--- config.mk ---
export PLATFORM = sky130hd
export DESIGN_NAME = unimodal_peak_ternary_search_core_flat
export DESIGN_NICKNAME = d
export VERILOG_FILES = /design/src/rtl/core/upts_pkg.sv /design/src/rtl/core/upts_in_if.sv /design/src/rtl/core/upts_out_if.sv /design/src/rtl/core/unimodal_peak_ternary_search_core.sv /design/src/rtl/core/upts_div3.sv /design/src/rtl/core/upts_step.sv /design/src/flat_wrapper.sv
export SDC_FILE = /design/constraint.sdc
export NUM_CORES = 1
export LEC_CHECK = 0
export ABC_AREA = 1
export BUFFER_PORTS_ARGS = -buffer_cell sky130_fd_sc_hd__buf_2
export CELL_PAD_IN_SITES_DETAIL_PLACEMENT = 0
export CELL_PAD_IN_SITES_GLOBAL_PLACEMENT = 1
export CORE_AREA = 2 2 209 211
export CTS_CLUSTER_DIAMETER = 120
export DETAILED_ROUTE_END_ITERATION = 12
export DIE_AREA = 0 0 211 213
export GPL_TIMING_DRIVEN = 0
export PLACE_DENSITY = 0.89
export SLEW_MARGIN = 30
export SYNTH_ARGS = -nofsm -noshare
export SYNTH_HDL_FRONTEND = slang
export SYNTH_SLANG_ARGS = --single-unit
--- constraint.sdc ---
create_clock -name i_clk -period 13.5 [get_ports i_clk]
set_input_delay 4.05 -clock i_clk [delete_from_list [all_inputs] [get_ports i_clk]]
set_output_delay 4.05 -clock i_clk [all_outputs]
set_load 0.01 [all_outputs]
--- src/rtl/core/upts_pkg.sv ---
// Shared types and constants for the unimodal peak ternary search core.
package upts_pkg;

    localparam int COORD_BITS_DEF = 17;
    localparam int VALUE_BITS_DEF = 33;

    // Reset value of the search_high register
    localparam int unsigned SEARCH_HIGH_RST = 100000;

    // Narrowing stops once the interval is this wide or narrower
    localparam int unsigned SPAN_LIMIT = 3;

    localparam logic OP_START = 1'b0;
    localparam logic OP_MEAS  = 1'b1;

    typedef enum logic [3:0] {
        PH_IDLE = 4'b0001,
        PH_M1   = 4'b0010,
        PH_M2   = 4'b0100,
        PH_SCAN = 4'b1000
    } t_phase;

endpackage

--- src/rtl/core/upts_in_if.sv ---
// Input channel: start / measurement words.
interface upts_in_if #(
    parameter int VALUE_BITS = upts_pkg::VALUE_BITS_DEF
);
    logic                  valid;
    logic                  ready;
    logic                  op;
    logic [VALUE_BITS-1:0] measured;

    modport source (output valid, op, measured, input ready);
    modport sink   (input valid, op, measured, output ready);
endinterface

--- src/rtl/core/upts_out_if.sv ---
// Output channel: probe coordinate and peak report words.
interface upts_out_if #(
    parameter int COORD_BITS = upts_pkg::COORD_BITS_DEF
);
    logic                  valid;
    logic                  ready;
    logic [COORD_BITS-1:0] probe_coord;
    logic                  done_res;
    logic [COORD_BITS-1:0] peak_coord;

    modport source (output valid, probe_coord, done_res, peak_coord, input ready);
    modport sink   (input valid, probe_coord, done_res, peak_coord, output ready);
endinterface

--- src/rtl/core/unimodal_peak_ternary_search_core.sv ---
// Top level of the ternary search core for the peak of a unimodal function.
//
//  channel   dir  handshake      word
//  i_req     in   valid/ready    op, measured
//  o_rsp     out  valid/ready    probe_coord, done_res, peak_coord
//  i_cfg_*   in   write enable   search_high
//
// A word is held in the input register, then the step logic loads its result
// into the result register, which offers it to the sink. A new word is
// accepted every cycle while the sink keeps up; with both registers full,
// input ready follows the sink's ready.
// Reset (i_rst_n low at a clock edge) empties both registers, sets the
// search idle and loads search_high with 100000.
module unimodal_peak_ternary_search_core #(
    parameter int COORD_BITS = upts_pkg::COORD_BITS_DEF,
    parameter int VALUE_BITS = upts_pkg::VALUE_BITS_DEF
) (
    input  logic                  i_clk,
    input  logic                  i_rst_n,
    upts_in_if.sink               i_req,
    upts_out_if.source            o_rsp,
    input  logic                  i_cfg_wr_en,
    input  logic [COORD_BITS-1:0] i_cfg_wr_data
);
    logic                  r_in_valid;
    logic                  r_op;
    logic [VALUE_BITS-1:0] r_meas;

    logic                  r_out_valid;
    logic [COORD_BITS-1:0] r_probe;
    logic                  r_done;
    logic [COORD_BITS-1:0] r_peak;

    logic [COORD_BITS-1:0] r_search_high;

    upts_pkg::t_phase      r_phase;
    logic [COORD_BITS-1:0] r_lo;
    logic [COORD_BITS-1:0] r_hi;
    logic [COORD_BITS-1:0] r_third;
    logic [VALUE_BITS-1:0] r_first;
    logic [COORD_BITS-1:0] r_scan;
    logic [COORD_BITS-1:0] r_best_coord;
    logic [VALUE_BITS-1:0] r_best_value;

    upts_pkg::t_phase      n_phase;
    logic [COORD_BITS-1:0] n_lo;
    logic [COORD_BITS-1:0] n_hi;
    logic [COORD_BITS-1:0] n_third;
    logic [VALUE_BITS-1:0] n_first;
    logic [COORD_BITS-1:0] n_scan;
    logic [COORD_BITS-1:0] n_best_coord;
    logic [VALUE_BITS-1:0] n_best_value;
    logic [COORD_BITS-1:0] n_probe;
    logic                  n_done;
    logic [COORD_BITS-1:0] n_peak;

    logic w_accept;
    logic w_advance;

    assign w_advance = r_in_valid && (!r_out_valid || o_rsp.ready);
    assign i_req.ready = !r_in_valid || w_advance;
    assign w_accept = i_req.valid && i_req.ready;

    assign o_rsp.valid       = r_out_valid;
    assign o_rsp.probe_coord = r_probe;
    assign o_rsp.done_res    = r_done;
    assign o_rsp.peak_coord  = r_peak;

    upts_step #(
        .COORD_BITS (COORD_BITS),
        .VALUE_BITS (VALUE_BITS)
    ) u_step (
        .i_phase       (r_phase),
        .i_lo          (r_lo),
        .i_hi          (r_hi),
        .i_third       (r_third),
        .i_first       (r_first),
        .i_scan        (r_scan),
        .i_best_coord  (r_best_coord),
        .i_best_value  (r_best_value),
        .i_search_high (r_search_high),
        .i_op          (r_op),
        .i_meas        (r_meas),
        .o_phase       (n_phase),
        .o_lo          (n_lo),
        .o_hi          (n_hi),
        .o_third       (n_third),
        .o_first       (n_first),
        .o_scan        (n_scan),
        .o_best_coord  (n_best_coord),
        .o_best_value  (n_best_value),
        .o_probe       (n_probe),
        .o_done        (n_done),
        .o_peak        (n_peak)
    );

    // Input register
    always_ff @(posedge i_clk) begin
        if (!i_rst_n) begin
            r_in_valid <= 1'b0;
        end else if (w_accept) begin
            r_in_valid <= 1'b1;
        end else if (w_advance) begin
            r_in_valid <= 1'b0;
        end
    end

    always_ff @(posedge i_clk) begin
        if (w_accept) begin
            r_op   <= i_req.op;
            r_meas <= i_req.measured;
        end
    end

    // Result register
    always_ff @(posedge i_clk) begin
        if (!i_rst_n) begin
            r_out_valid <= 1'b0;
        end else if (w_advance) begin
            r_out_valid <= 1'b1;
        end else if (o_rsp.ready) begin
            r_out_valid <= 1'b0;
        end
    end

    always_ff @(posedge i_clk) begin
        if (w_advance) begin
            r_probe <= n_probe;
            r_done  <= n_done;
            r_peak  <= n_peak;
        end
    end

    always_ff @(posedge i_clk) begin
        if (!i_rst_n) begin
            r_search_high <= COORD_BITS'(upts_pkg::SEARCH_HIGH_RST);
        end else if (i_cfg_wr_en) begin
            r_search_high <= i_cfg_wr_data;
        end
    end

    // Search state: advance once per word
    always_ff @(posedge i_clk) begin
        if (!i_rst_n) begin
            r_phase      <= upts_pkg::PH_IDLE;
            r_lo         <= '0;
            r_hi         <= '0;
            r_third      <= '0;
            r_first      <= '0;
            r_scan       <= '0;
            r_best_coord <= '0;
            r_best_value <= '0;
        end else if (w_advance) begin
            r_phase      <= n_phase;
            r_lo         <= n_lo;
            r_hi         <= n_hi;
            r_third      <= n_third;
            r_first      <= n_first;
            r_scan       <= n_scan;
            r_best_coord <= n_best_coord;
            r_best_value <= n_best_value;
        end
    end

`ifndef SYNTHESIS
    a_bounds_ordered: assert property (@(posedge i_clk) disable iff (!i_rst_n)
        r_lo <= r_hi)
        else $error("lower bound above upper bound");

    a_scan_in_range: assert property (@(posedge i_clk) disable iff (!i_rst_n)
        (r_phase == upts_pkg::PH_SCAN) |-> (r_scan >= r_lo && r_scan <= r_hi))
        else $error("scan index outside interval");

    a_done_no_probe: assert property (@(posedge i_clk) disable iff (!i_rst_n)
        (r_out_valid && r_done) |-> (r_probe == '0))
        else $error("probe issued with done word");

    a_advance_fills: assert property (@(posedge i_clk) disable iff (!i_rst_n)
        w_advance |=> r_out_valid)
        else $error("result register not loaded");
`endif
endmodule

--- src/rtl/core/upts_div3.sv ---
// Unsigned divide by three through a reciprocal multiply.
module upts_div3 #(
    parameter int W = upts_pkg::COORD_BITS_DEF
) (
    input  logic [W-1:0] i_x,
    output logic [W-1:0] o_q
);
    // ceil(2^(W+2) / 3): exact floor quotient for every W-bit operand
    localparam logic [W+2:0] POW        = {1'b1, {(W+2){1'b0}}};
    localparam logic [W+2:0] RECIP_FULL = (POW + (W+3)'(2)) / (W+3)'(3);
    localparam logic [W:0]   RECIP      = RECIP_FULL[W:0];

    logic [2*W:0] w_prod;

    assign w_prod = (2*W+1)'(RECIP) * (2*W+1)'(i_x);
    assign o_q    = {1'b0, w_prod[2*W:W+2]};
endmodule

--- src/rtl/core/upts_step.sv ---
// Next-state and result logic for one search word.
module upts_step #(
    parameter int COORD_BITS = upts_pkg::COORD_BITS_DEF,
    parameter int VALUE_BITS = upts_pkg::VALUE_BITS_DEF
) (
    input  upts_pkg::t_phase        i_phase,
    input  logic [COORD_BITS-1:0]   i_lo,
    input  logic [COORD_BITS-1:0]   i_hi,
    input  logic [COORD_BITS-1:0]   i_third,
    input  logic [VALUE_BITS-1:0]   i_first,
    input  logic [COORD_BITS-1:0]   i_scan,
    input  logic [COORD_BITS-1:0]   i_best_coord,
    input  logic [VALUE_BITS-1:0]   i_best_value,
    input  logic [COORD_BITS-1:0]   i_search_high,
    input  logic                    i_op,
    input  logic [VALUE_BITS-1:0]   i_meas,
    output upts_pkg::t_phase        o_phase,
    output logic [COORD_BITS-1:0]   o_lo,
    output logic [COORD_BITS-1:0]   o_hi,
    output logic [COORD_BITS-1:0]   o_third,
    output logic [VALUE_BITS-1:0]   o_first,
    output logic [COORD_BITS-1:0]   o_scan,
    output logic [COORD_BITS-1:0]   o_best_coord,
    output logic [VALUE_BITS-1:0]   o_best_value,
    output logic [COORD_BITS-1:0]   o_probe,
    output logic                    o_done,
    output logic [COORD_BITS-1:0]   o_peak
);
    logic [COORD_BITS-1:0] w_m1;
    logic [COORD_BITS-1:0] w_m2;
    logic [COORD_BITS-1:0] w_lo_nxt;
    logic [COORD_BITS-1:0] w_hi_nxt;
    logic [COORD_BITS-1:0] w_span;
    logic [COORD_BITS-1:0] w_new_third;
    logic                  w_round;

    // Probe points of the current interval from the stored third
    assign w_m1 = i_lo + i_third;
    assign w_m2 = i_hi - i_third;

    // New bounds: reload on start, narrow after the second probe
    always_comb begin
        w_lo_nxt = i_lo;
        w_hi_nxt = i_hi;
        if (i_op == upts_pkg::OP_START) begin
            w_lo_nxt = '0;
            w_hi_nxt = i_search_high;
        end else if (i_phase == upts_pkg::PH_M2) begin
            if (i_first < i_meas) begin
                w_lo_nxt = w_m1;
            end else begin
                w_hi_nxt = w_m2;
            end
        end
    end

    assign w_span = w_hi_nxt - w_lo_nxt;

    upts_div3 #(
        .W (COORD_BITS)
    ) u_div3 (
        .i_x (w_span),
        .o_q (w_new_third)
    );

    assign o_third = w_new_third;

    always_comb begin
        o_phase      = i_phase;
        o_lo         = w_lo_nxt;
        o_hi         = w_hi_nxt;
        o_first      = i_first;
        o_scan       = i_scan;
        o_best_coord = i_best_coord;
        o_best_value = i_best_value;
        o_probe      = '0;
        o_done       = 1'b0;
        o_peak       = '0;
        w_round      = 1'b0;

        if (i_op == upts_pkg::OP_START) begin
            w_round = 1'b1;
        end else begin
            unique case (i_phase)
                upts_pkg::PH_M1: begin
                    o_first = i_meas;
                    o_phase = upts_pkg::PH_M2;
                    o_probe = w_m2;
                end
                upts_pkg::PH_M2: begin
                    w_round = 1'b1;
                end
                upts_pkg::PH_SCAN: begin
                    if (i_scan == i_lo || i_meas > i_best_value) begin
                        o_best_value = i_meas;
                        o_best_coord = i_scan;
                    end
                    if (i_scan >= i_hi) begin
                        o_phase = upts_pkg::PH_IDLE;
                        o_done  = 1'b1;
                        o_peak  = (i_scan == i_lo || i_meas > i_best_value) ?
                                  i_scan : i_best_coord;
                    end else begin
                        o_scan  = i_scan + 1'b1;
                        o_probe = i_scan + 1'b1;
                    end
                end
                default: begin
                    // measurement while idle: drop it
                end
            endcase
        end

        // Pick the next probe from the new bounds
        if (w_round) begin
            if (w_span > COORD_BITS'(upts_pkg::SPAN_LIMIT)) begin
                o_phase = upts_pkg::PH_M1;
                o_probe = w_lo_nxt + w_new_third;
            end else begin
                o_phase = upts_pkg::PH_SCAN;
                o_scan  = w_lo_nxt;
                o_probe = w_lo_nxt;
            end
        end
    end
endmodule
--- src/flat_wrapper.sv ---
// flat-port wrapper written by rule: the top's interface ports become plain ports
module unimodal_peak_ternary_search_core_flat 
#(
    parameter int COORD_BITS = upts_pkg::COORD_BITS_DEF,
    parameter int VALUE_BITS = upts_pkg::VALUE_BITS_DEF
)
  (i_clk, i_rst_n, i_cfg_wr_en, i_cfg_wr_data, i_req_valid, i_req_op, i_req_measured, i_req_ready, o_rsp_valid, o_rsp_probe_coord, o_rsp_done_res, o_rsp_peak_coord, o_rsp_ready);
  upts_in_if #(.VALUE_BITS(VALUE_BITS)) i_req_i ();
  upts_out_if #(.COORD_BITS(COORD_BITS)) o_rsp_i ();
  input  logic i_clk;
  input  logic i_rst_n;
  input  logic i_cfg_wr_en;
  input  logic [COORD_BITS-1:0] i_cfg_wr_data;
  input wire logic [$bits(i_req_i.valid)-1:0] i_req_valid;
  input wire logic [$bits(i_req_i.op)-1:0] i_req_op;
  input wire logic [$bits(i_req_i.measured)-1:0] i_req_measured;
  output wire logic [$bits(i_req_i.ready)-1:0] i_req_ready;
  output wire logic [$bits(o_rsp_i.valid)-1:0] o_rsp_valid;
  output wire logic [$bits(o_rsp_i.probe_coord)-1:0] o_rsp_probe_coord;
  output wire logic [$bits(o_rsp_i.done_res)-1:0] o_rsp_done_res;
  output wire logic [$bits(o_rsp_i.peak_coord)-1:0] o_rsp_peak_coord;
  input wire logic [$bits(o_rsp_i.ready)-1:0] o_rsp_ready;
  assign i_req_i.valid = i_req_valid;
  assign i_req_i.op = i_req_op;
  assign i_req_i.measured = i_req_measured;
  assign i_req_ready = i_req_i.ready;
  assign o_rsp_valid = o_rsp_i.valid;
  assign o_rsp_probe_coord = o_rsp_i.probe_coord;
  assign o_rsp_done_res = o_rsp_i.done_res;
  assign o_rsp_peak_coord = o_rsp_i.peak_coord;
  assign o_rsp_i.ready = o_rsp_ready;
  unimodal_peak_ternary_search_core #(.COORD_BITS(COORD_BITS), .VALUE_BITS(VALUE_BITS)) u_core (.i_clk(i_clk), .i_rst_n(i_rst_n), .i_req(i_req_i), .o_rsp(o_rsp_i), .i_cfg_wr_en(i_cfg_wr_en), .i_cfg_wr_data(i_cfg_wr_data));
endmodule
### Yosys cells after proc, flatten, opt, wreduce, memory -nomap -nowiden

Index checks and enable logic that the tools add are counted.

* divide/modulo/power cells: 0
* bitwise logic cells: 0
* eq/ne operators: 5
* multipliers: 1
* shift-type cells: 0
* $lt $le $gt $ge: 4
* mux-type cells: 29
* reductions and logical operators: 17
* add/sub/neg operators: 5

Operator list (count)
* two-way mux 17 bit: 16
* multiplier 18 x 17 -> 35 bit, first input constant: 1
* adder 17 x 16 -> 17 bit: 2
* case mux 17 bit (2 select lines): 1
* greater-than comparator 33 bit: 1
* less-than comparator 33 bit: 1
* adder 17 x 1 -> 17 bit, second input constant: 1
* == test 17 bit: 1
* greater-or-equal comparator 17 bit: 1
* greater-than comparator 17 x 2 -> 1 bit, second input constant: 1
* subtractor 17 x 16 -> 17 bit: 1
* subtractor 17 bit: 1
* two-way mux 4 bit: 4
* AND reduction 3 bit: 3
* case mux 4 bit (2 select lines): 1
* AND reduction 4 bit: 2
* two-way mux 1 bit: 7
* nonzero test 2 bit: 3
* == test 4 x 2 -> 1 bit, second input constant: 1
* == test 4 x 3 -> 1 bit, second input constant: 1
* == test 4 bit, second input constant: 1
* logical OR 1 bit: 3
* inequality test 3 bit, second input constant: 1
* nonzero test 3 bit: 1
* 3 further kinds: 5

* bits in latches: 0
* input port bits: 56
* output and inout bits: 37
* memory bits (read-only): 0
* logic and storage cells: 77
* register bits after elaboration: 242
* memories kept: 0
* memory bits (writable): 0

### Depth between registers and ports, before layout

* depth in word-level cells: 9
* mapped depth: 73
* gate-level depth less buffers: 73

### Modules after synthesis

Synthesis repeated with hierarchy kept, for this count alone.

* cells, all modules: 3413
* area total of the unflattened synthesis: 23596.4 um2

By module, submodules not included
* unimodal_peak_ternary_search_core: cells an instance 1170, area each 9869.5 um2, instances 1, sequential area each 5555.3 um2
* upts_step: cells an instance 1567, area each 8625.8 um2, instances 1, sequential area each 0.0 um2
* upts_div3: cells an instance 676, area each 5101.1 um2, instances 1, sequential area each 0.0 um2

### Least setup slack after synthesis

Ideal clock, no wire load.

* path type: register to register
* start point: register u_core.r_meas[28]
* end point: register u_core.r_probe[14], in the netlist u_core.o_rsp.probe_coord[14] (data pin)
* library setup time: 0.259 ns
* arrival: 9.601 ns
* data required time: 13.241 ns
* buffers on the path: 1
* slack: 3.640 ns
* stages on the path, launching flop included: 69
* cells stage by stage: edfxtp_1 -> inv_1 -> ha_1 -> nand2_1 -> inv_1 -> nand2_1 -> nand2_1 -> a21oi_1 -> nand2_1 -> nor2_2 -> nand2_4 -> nor2_4 -> buf_1 -> o21ai_0 -> nor2_1 -> inv_1 -> fa_1 -> a21oi_1 -> [... 33 more ...] -> nand2_1 -> nand3_1 -> nand2_1 -> ha_1 -> nand3_1 -> nand2_1 -> nand3_1 -> nand2_1 -> nand3_1 -> nand2_1 -> a21oi_1 -> o21ai_0 -> a21oi_1 -> o21bai_1 -> a21oi_1 -> xor2_1 -> nand3_1 -> nand3_1

* longest elaborated chain between the ends: 9
* elaborated cells between the ends (all ways): 13

Ends and longest elaborated chain
* start, declared: line unimodal_peak_ternary_search_core.sv:27 `logic [VALUE_BITS-1:0] r_meas;`
* start signal, assigned: line unimodal_peak_ternary_search_core.sv:111 `r_meas <= i_req.measured;`
* less-than comparator 33 bit: line upts_step.sv:49 `if (i_first < i_meas) begin`
* two-way mux 17 bit: line upts_step.sv:49
* two-way mux 17 bit: line upts_step.sv:48 `end else if (i_phase == upts_pkg::PH_M2) begin`
* two-way mux 17 bit: line upts_step.sv:45 `if (i_op == upts_pkg::OP_START) begin`
* named net u_core.n_lo[1]: line unimodal_peak_ternary_search_core.sv:46 `logic [COORD_BITS-1:0] n_lo;`
* subtractor 17 bit: line upts_step.sv:57 `assign w_span = w_hi_nxt - w_lo_nxt;`
* multiplier 18 x 17 -> 35 bit: line upts_div3.sv:15 `assign w_prod = (2*W+1)'(RECIP) * (2*W+1)'(i_x);`
* named net u_core.n_third[3]: line unimodal_peak_ternary_search_core.sv:48 `logic [COORD_BITS-1:0] n_third;`
* adder 17 x 16 -> 17 bit: line upts_step.sv:118 `o_probe = w_lo_nxt + w_new_third;`
* two-way mux 17 bit: line upts_step.sv:116 `if (w_span > COORD_BITS'(upts_pkg::SPAN_LIMIT)) begin`
* two-way mux 17 bit: line upts_step.sv:115 `if (w_round) begin`
* named net u_core.n_probe[14]: line unimodal_peak_ternary_search_core.sv:53 `logic [COORD_BITS-1:0] n_probe;`
* end signal, assigned: line unimodal_peak_ternary_search_core.sv:128 `r_probe <= n_probe;`
* end, declared: line unimodal_peak_ternary_search_core.sv:30 `logic [COORD_BITS-1:0] r_probe;`

The timed path passes the listed nets, and every way through them passes these cells.
A chain may end at the register's enable or synchronous reset.

### Final worst setup path

* start point: register u_core.r_meas[32]
* end point: register u_core.r_probe[14], in the netlist u_core.o_rsp.probe_coord[14] (data pin)

Same word-level chain as after synthesis.

==> flow_metrics.env <==
export IMPL_area_growth_syn_to_layout_pct=10.6
export IMPL_synth_cell_type_count=60
export IMPL_coreArea_um2=42700
export IMPL_crit_top_cell="nand2_1"
export IMPL_root_buffer="clkbuf_16"
export IMPL_skew_ns=0.0154
export IMPL_clk_pin_slew_worst_paths_ns=0.06
export IMPL_drt_wl_total_um=64900
export IMPL_finalCriticalPeriod_ns=12.41
export IMPL_htreeDepth=1
export IMPL_rsz0062_at_grt="false"
export IMPL_post_cts_buffers=0
export IMPL_ys_flop_type="dfxtp_1"
export IMPL_io_pins=93
export IMPL_drv_cap=0
export IMPL_die_w_um=211
export IMPL_syn_area_um2=20300
export IMPL_critPathCaptureType="flip-flop"
export IMPL_drive_above_1_share_pct=7.91
export IMPL_place_gp_congestion=0.969
export IMPL_synthArstFlopShare_pct=0
export IMPL_die_area_um2=44900
export IMPL_hold_slack_ns=0.456
export IMPL_grt_ovfl_total=0
export IMPL_finalSetupViolCount=0
export IMPL_start_util_pct=47.6
export IMPL_insertion_delay_ns=0.59
export IMPL_grt_pass1_vias=18000
export IMPL_cts_inserted_buffers=30
export IMPL_crit_type="flip-flop to flip-flop"
export IMPL_route_detailed_drc=0
export IMPL_r2r_start="u_core.r_meas[32]"
export IMPL_num_fill_cells=4120
export IMPL_synth_edff_count=69
export IMPL_final_cells=3305
export IMPL_crit_path_end="u_core.o_rsp.probe_coord[14]"
export IMPL_gr_usage_all_layers_pct=29.4
export IMPL_post_cts_resized=0
export IMPL_worst_pin_slew_ns=0.857
export IMPL_ys_seq_area_share_pct=27.2
export IMPL_ys_warn_count=0
export IMPL_fmax_mhz=80.6
export IMPL_slew_headroom_pct=42.8
export IMPL_placed_cells=3247
export IMPL_worstPathArrival_ns=12.85
export IMPL_regToRegSetupSlack_ns=1.09
export IMPL_post_route_period_util_pct=92.0
export IMPL_post_synth_top_area_fraction_pct=17.2
export IMPL_synth_ff_latch_count=242
export IMPL_slew_violations=0
export IMPL_timing_setup_tns_ns=0
export IMPL_hold_violations=0
export IMPL_cts_sinks=242
export IMPL_vias=18300
export IMPL_die_y_um=213
export IMPL_antenna_found_initial=1
export IMPL_cts_tree="yes"
export IMPL_timing_rr_end="u_core.o_rsp.probe_coord[14]"
export IMPL_firstDrtPassIters=6
export IMPL_yosys_top_cells_area="ha_1, dfxtp_1, edfxtp_1, inv_1, fa_1"
export IMPL_drt_initial_drc_count=1455
export IMPL_rows=76
export IMPL_worstSetupStartpoint="u_core.r_meas[32]"
export IMPL_path_max_fanout=10
export IMPL_synthesis_nets=3032
export IMPL_slowest_stage="o21ai_0"
export IMPL_syn_inst=2610
export IMPL_postRouteAntennaNets=0
export IMPL_grt_max_degree=45
export IMPL_io_buffers=91
export IMPL_worstSetupStartpointType="flip-flop"
export IMPL_min_from="u_core.r_best_value[17]"
export IMPL_vias_per_cell=5.53
export IMPL_synth_common_cells="inv_1, nand2_1, ha_1, a21oi_1, o21ai_0"
export IMPL_final_nets=3155
export IMPL_hp_class="flip-flop to flip-flop"
export IMPL_crit_required_ns=13.94
export IMPL_grt_pass1_wl_um=102000
export IMPL_slowest_delay_ns=0.54
export IMPL_ctsHoldBuffers=0
export IMPL_synth_most_common_cell="inv_1"
export IMPL_clock_path_buffers=3
export IMPL_synth_avg_cell_area_um2=7.79
export IMPL_dpl_hpwl_um=52900
export IMPL_worstRegToRegCells=66
export IMPL_status="finished clean"
export IMPL_yosys_area_top_type="ha_1"
export IMPL_wl_per_cell_um=19.6
critical path, delay by kind of cell, from the launching register on:
kind | cells | cell delay, ns
adder cells (fa/ha/maj) | 11 | 4.46
AND/OR/NAND/NOR | 29 | 3.35
AO/OA/AOI/OAI | 11 | 2.00
buffers and inverters | 13 | 1.33
XOR/XNOR | 2 | 0.68
flip-flops | 1 | 0.42
stage by stage:
| step | instance area, um^2 | setup WS [ns] | utilization (%) |
|---|---|---|---|
| after detailed placement | 21500 | 1.23 | 50.3 |
| final | 22500 | 1.09 | 52.7 |
| after global placement | 21500 | 1.34 | 50.3 |
| after CTS | 22500 | 1.20 | 52.7 |
| after global routing | 22500 | 0.271 | 52.7 |
| after floorplan | 20300 | 3.64 | - |
flip-flops by register name, indices dropped and copies added, names as in the netlist:
register,flops
u_core.r_best_value,33
u_core.r_first,33
u_core.r_meas,33
u_core.o_rsp.peak_coord,17
u_core.o_rsp.probe_coord,17
u_core.r_best_coord,17
u_core.r_hi,17
u_core.r_lo,17
u_core.r_scan,17
u_core.r_search_high,17
u_core.r_third,16
u_core.r_phase,4
u_core.o_rsp.done_res,1
u_core.o_rsp.valid,1
u_core.r_in_valid,1
u_core.r_op,1
how the worst min path moves through the flow:
stage	to	cells after the start
floorplan	u_core.r_search_high[10]	2
global placement	u_core.r_best_value[13]	2
CTS	u_core.r_best_value[10]	2
detailed placement	u_core.r_best_value[10]	2
finish	u_core.r_best_value[17]	2
global route	u_core.r_best_value[2]	2
layer usage:
layer | global-route usage (%) | part of all wire (%) | vias to the layer above
li1 | - | - | 8917
met1 | 40.4 | 45 | 8677
met2 | 49.5 | 46 | 583
met3 | 2.87 | 5.7 | 102
met4 | 7.55 | 2.7 | 0
met5 | 0 | 0 | -
cell usage in the layout (no fill, tap or decap), types with 19 or more instances in the layout:
cell	count
a21oi_1	275
clkbuf_16	30
nand2_1	368
nand3_1	95
nand4_1	27
inv_1	474
xnor2_1	25
clkbuf_1	68
fa_1	87
xor2_1	50
ha_1	279
dfxtp_1	173
buf_2	105
nor3_1	19
o211ai_1	23
o21ai_0	240
edfxtp_1	69
nor2_1	149
cell families (layout without fill, tap and decap cells):
| kind of cell | Yosys count | count (layout) | synth area share [%] |
|---|---|---|---|
| flip-flops | 242 | 242 | 27.2 |
| adder cells (fa/ha/maj) | 366 | 366 | 25.7 |
| other | 0 | 2 | 0 |
| AND/OR/NAND/NOR | 710 | 710 | 15.1 |
| AO/OA/AOI/OAI | 650 | 650 | 17.7 |
| XOR/XNOR | 79 | 79 | 3.55 |
| buffers and inverters | 563 | 710 | 10.6 |
layout make-up:
| type | count | area [um^2] | share of cell area [%] |
|---|---|---|---|
| Timing Repair Buffer | 91 | 455 | 2.02 |
| Antenna cell | 2 | 5.00 | 0.0223 |
| Sequential cell | 242 | 5540 | 24.6 |
| Buffer | 77 | 340 | 1.51 |
| Inverter | 486 | 1820 | 8.11 |
| Multi-Input combinational cell | 1805 | 12600 | 56.2 |
| Clock buffer | 44 | 823 | 3.66 |
| Tap cell | 546 | 683 | 3.04 |
| Clock inverter | 12 | 193 | 0.857 |
Power is not shown: default switching activity piles up to over one toggle a cycle in this logic, so the estimate is an artifact.
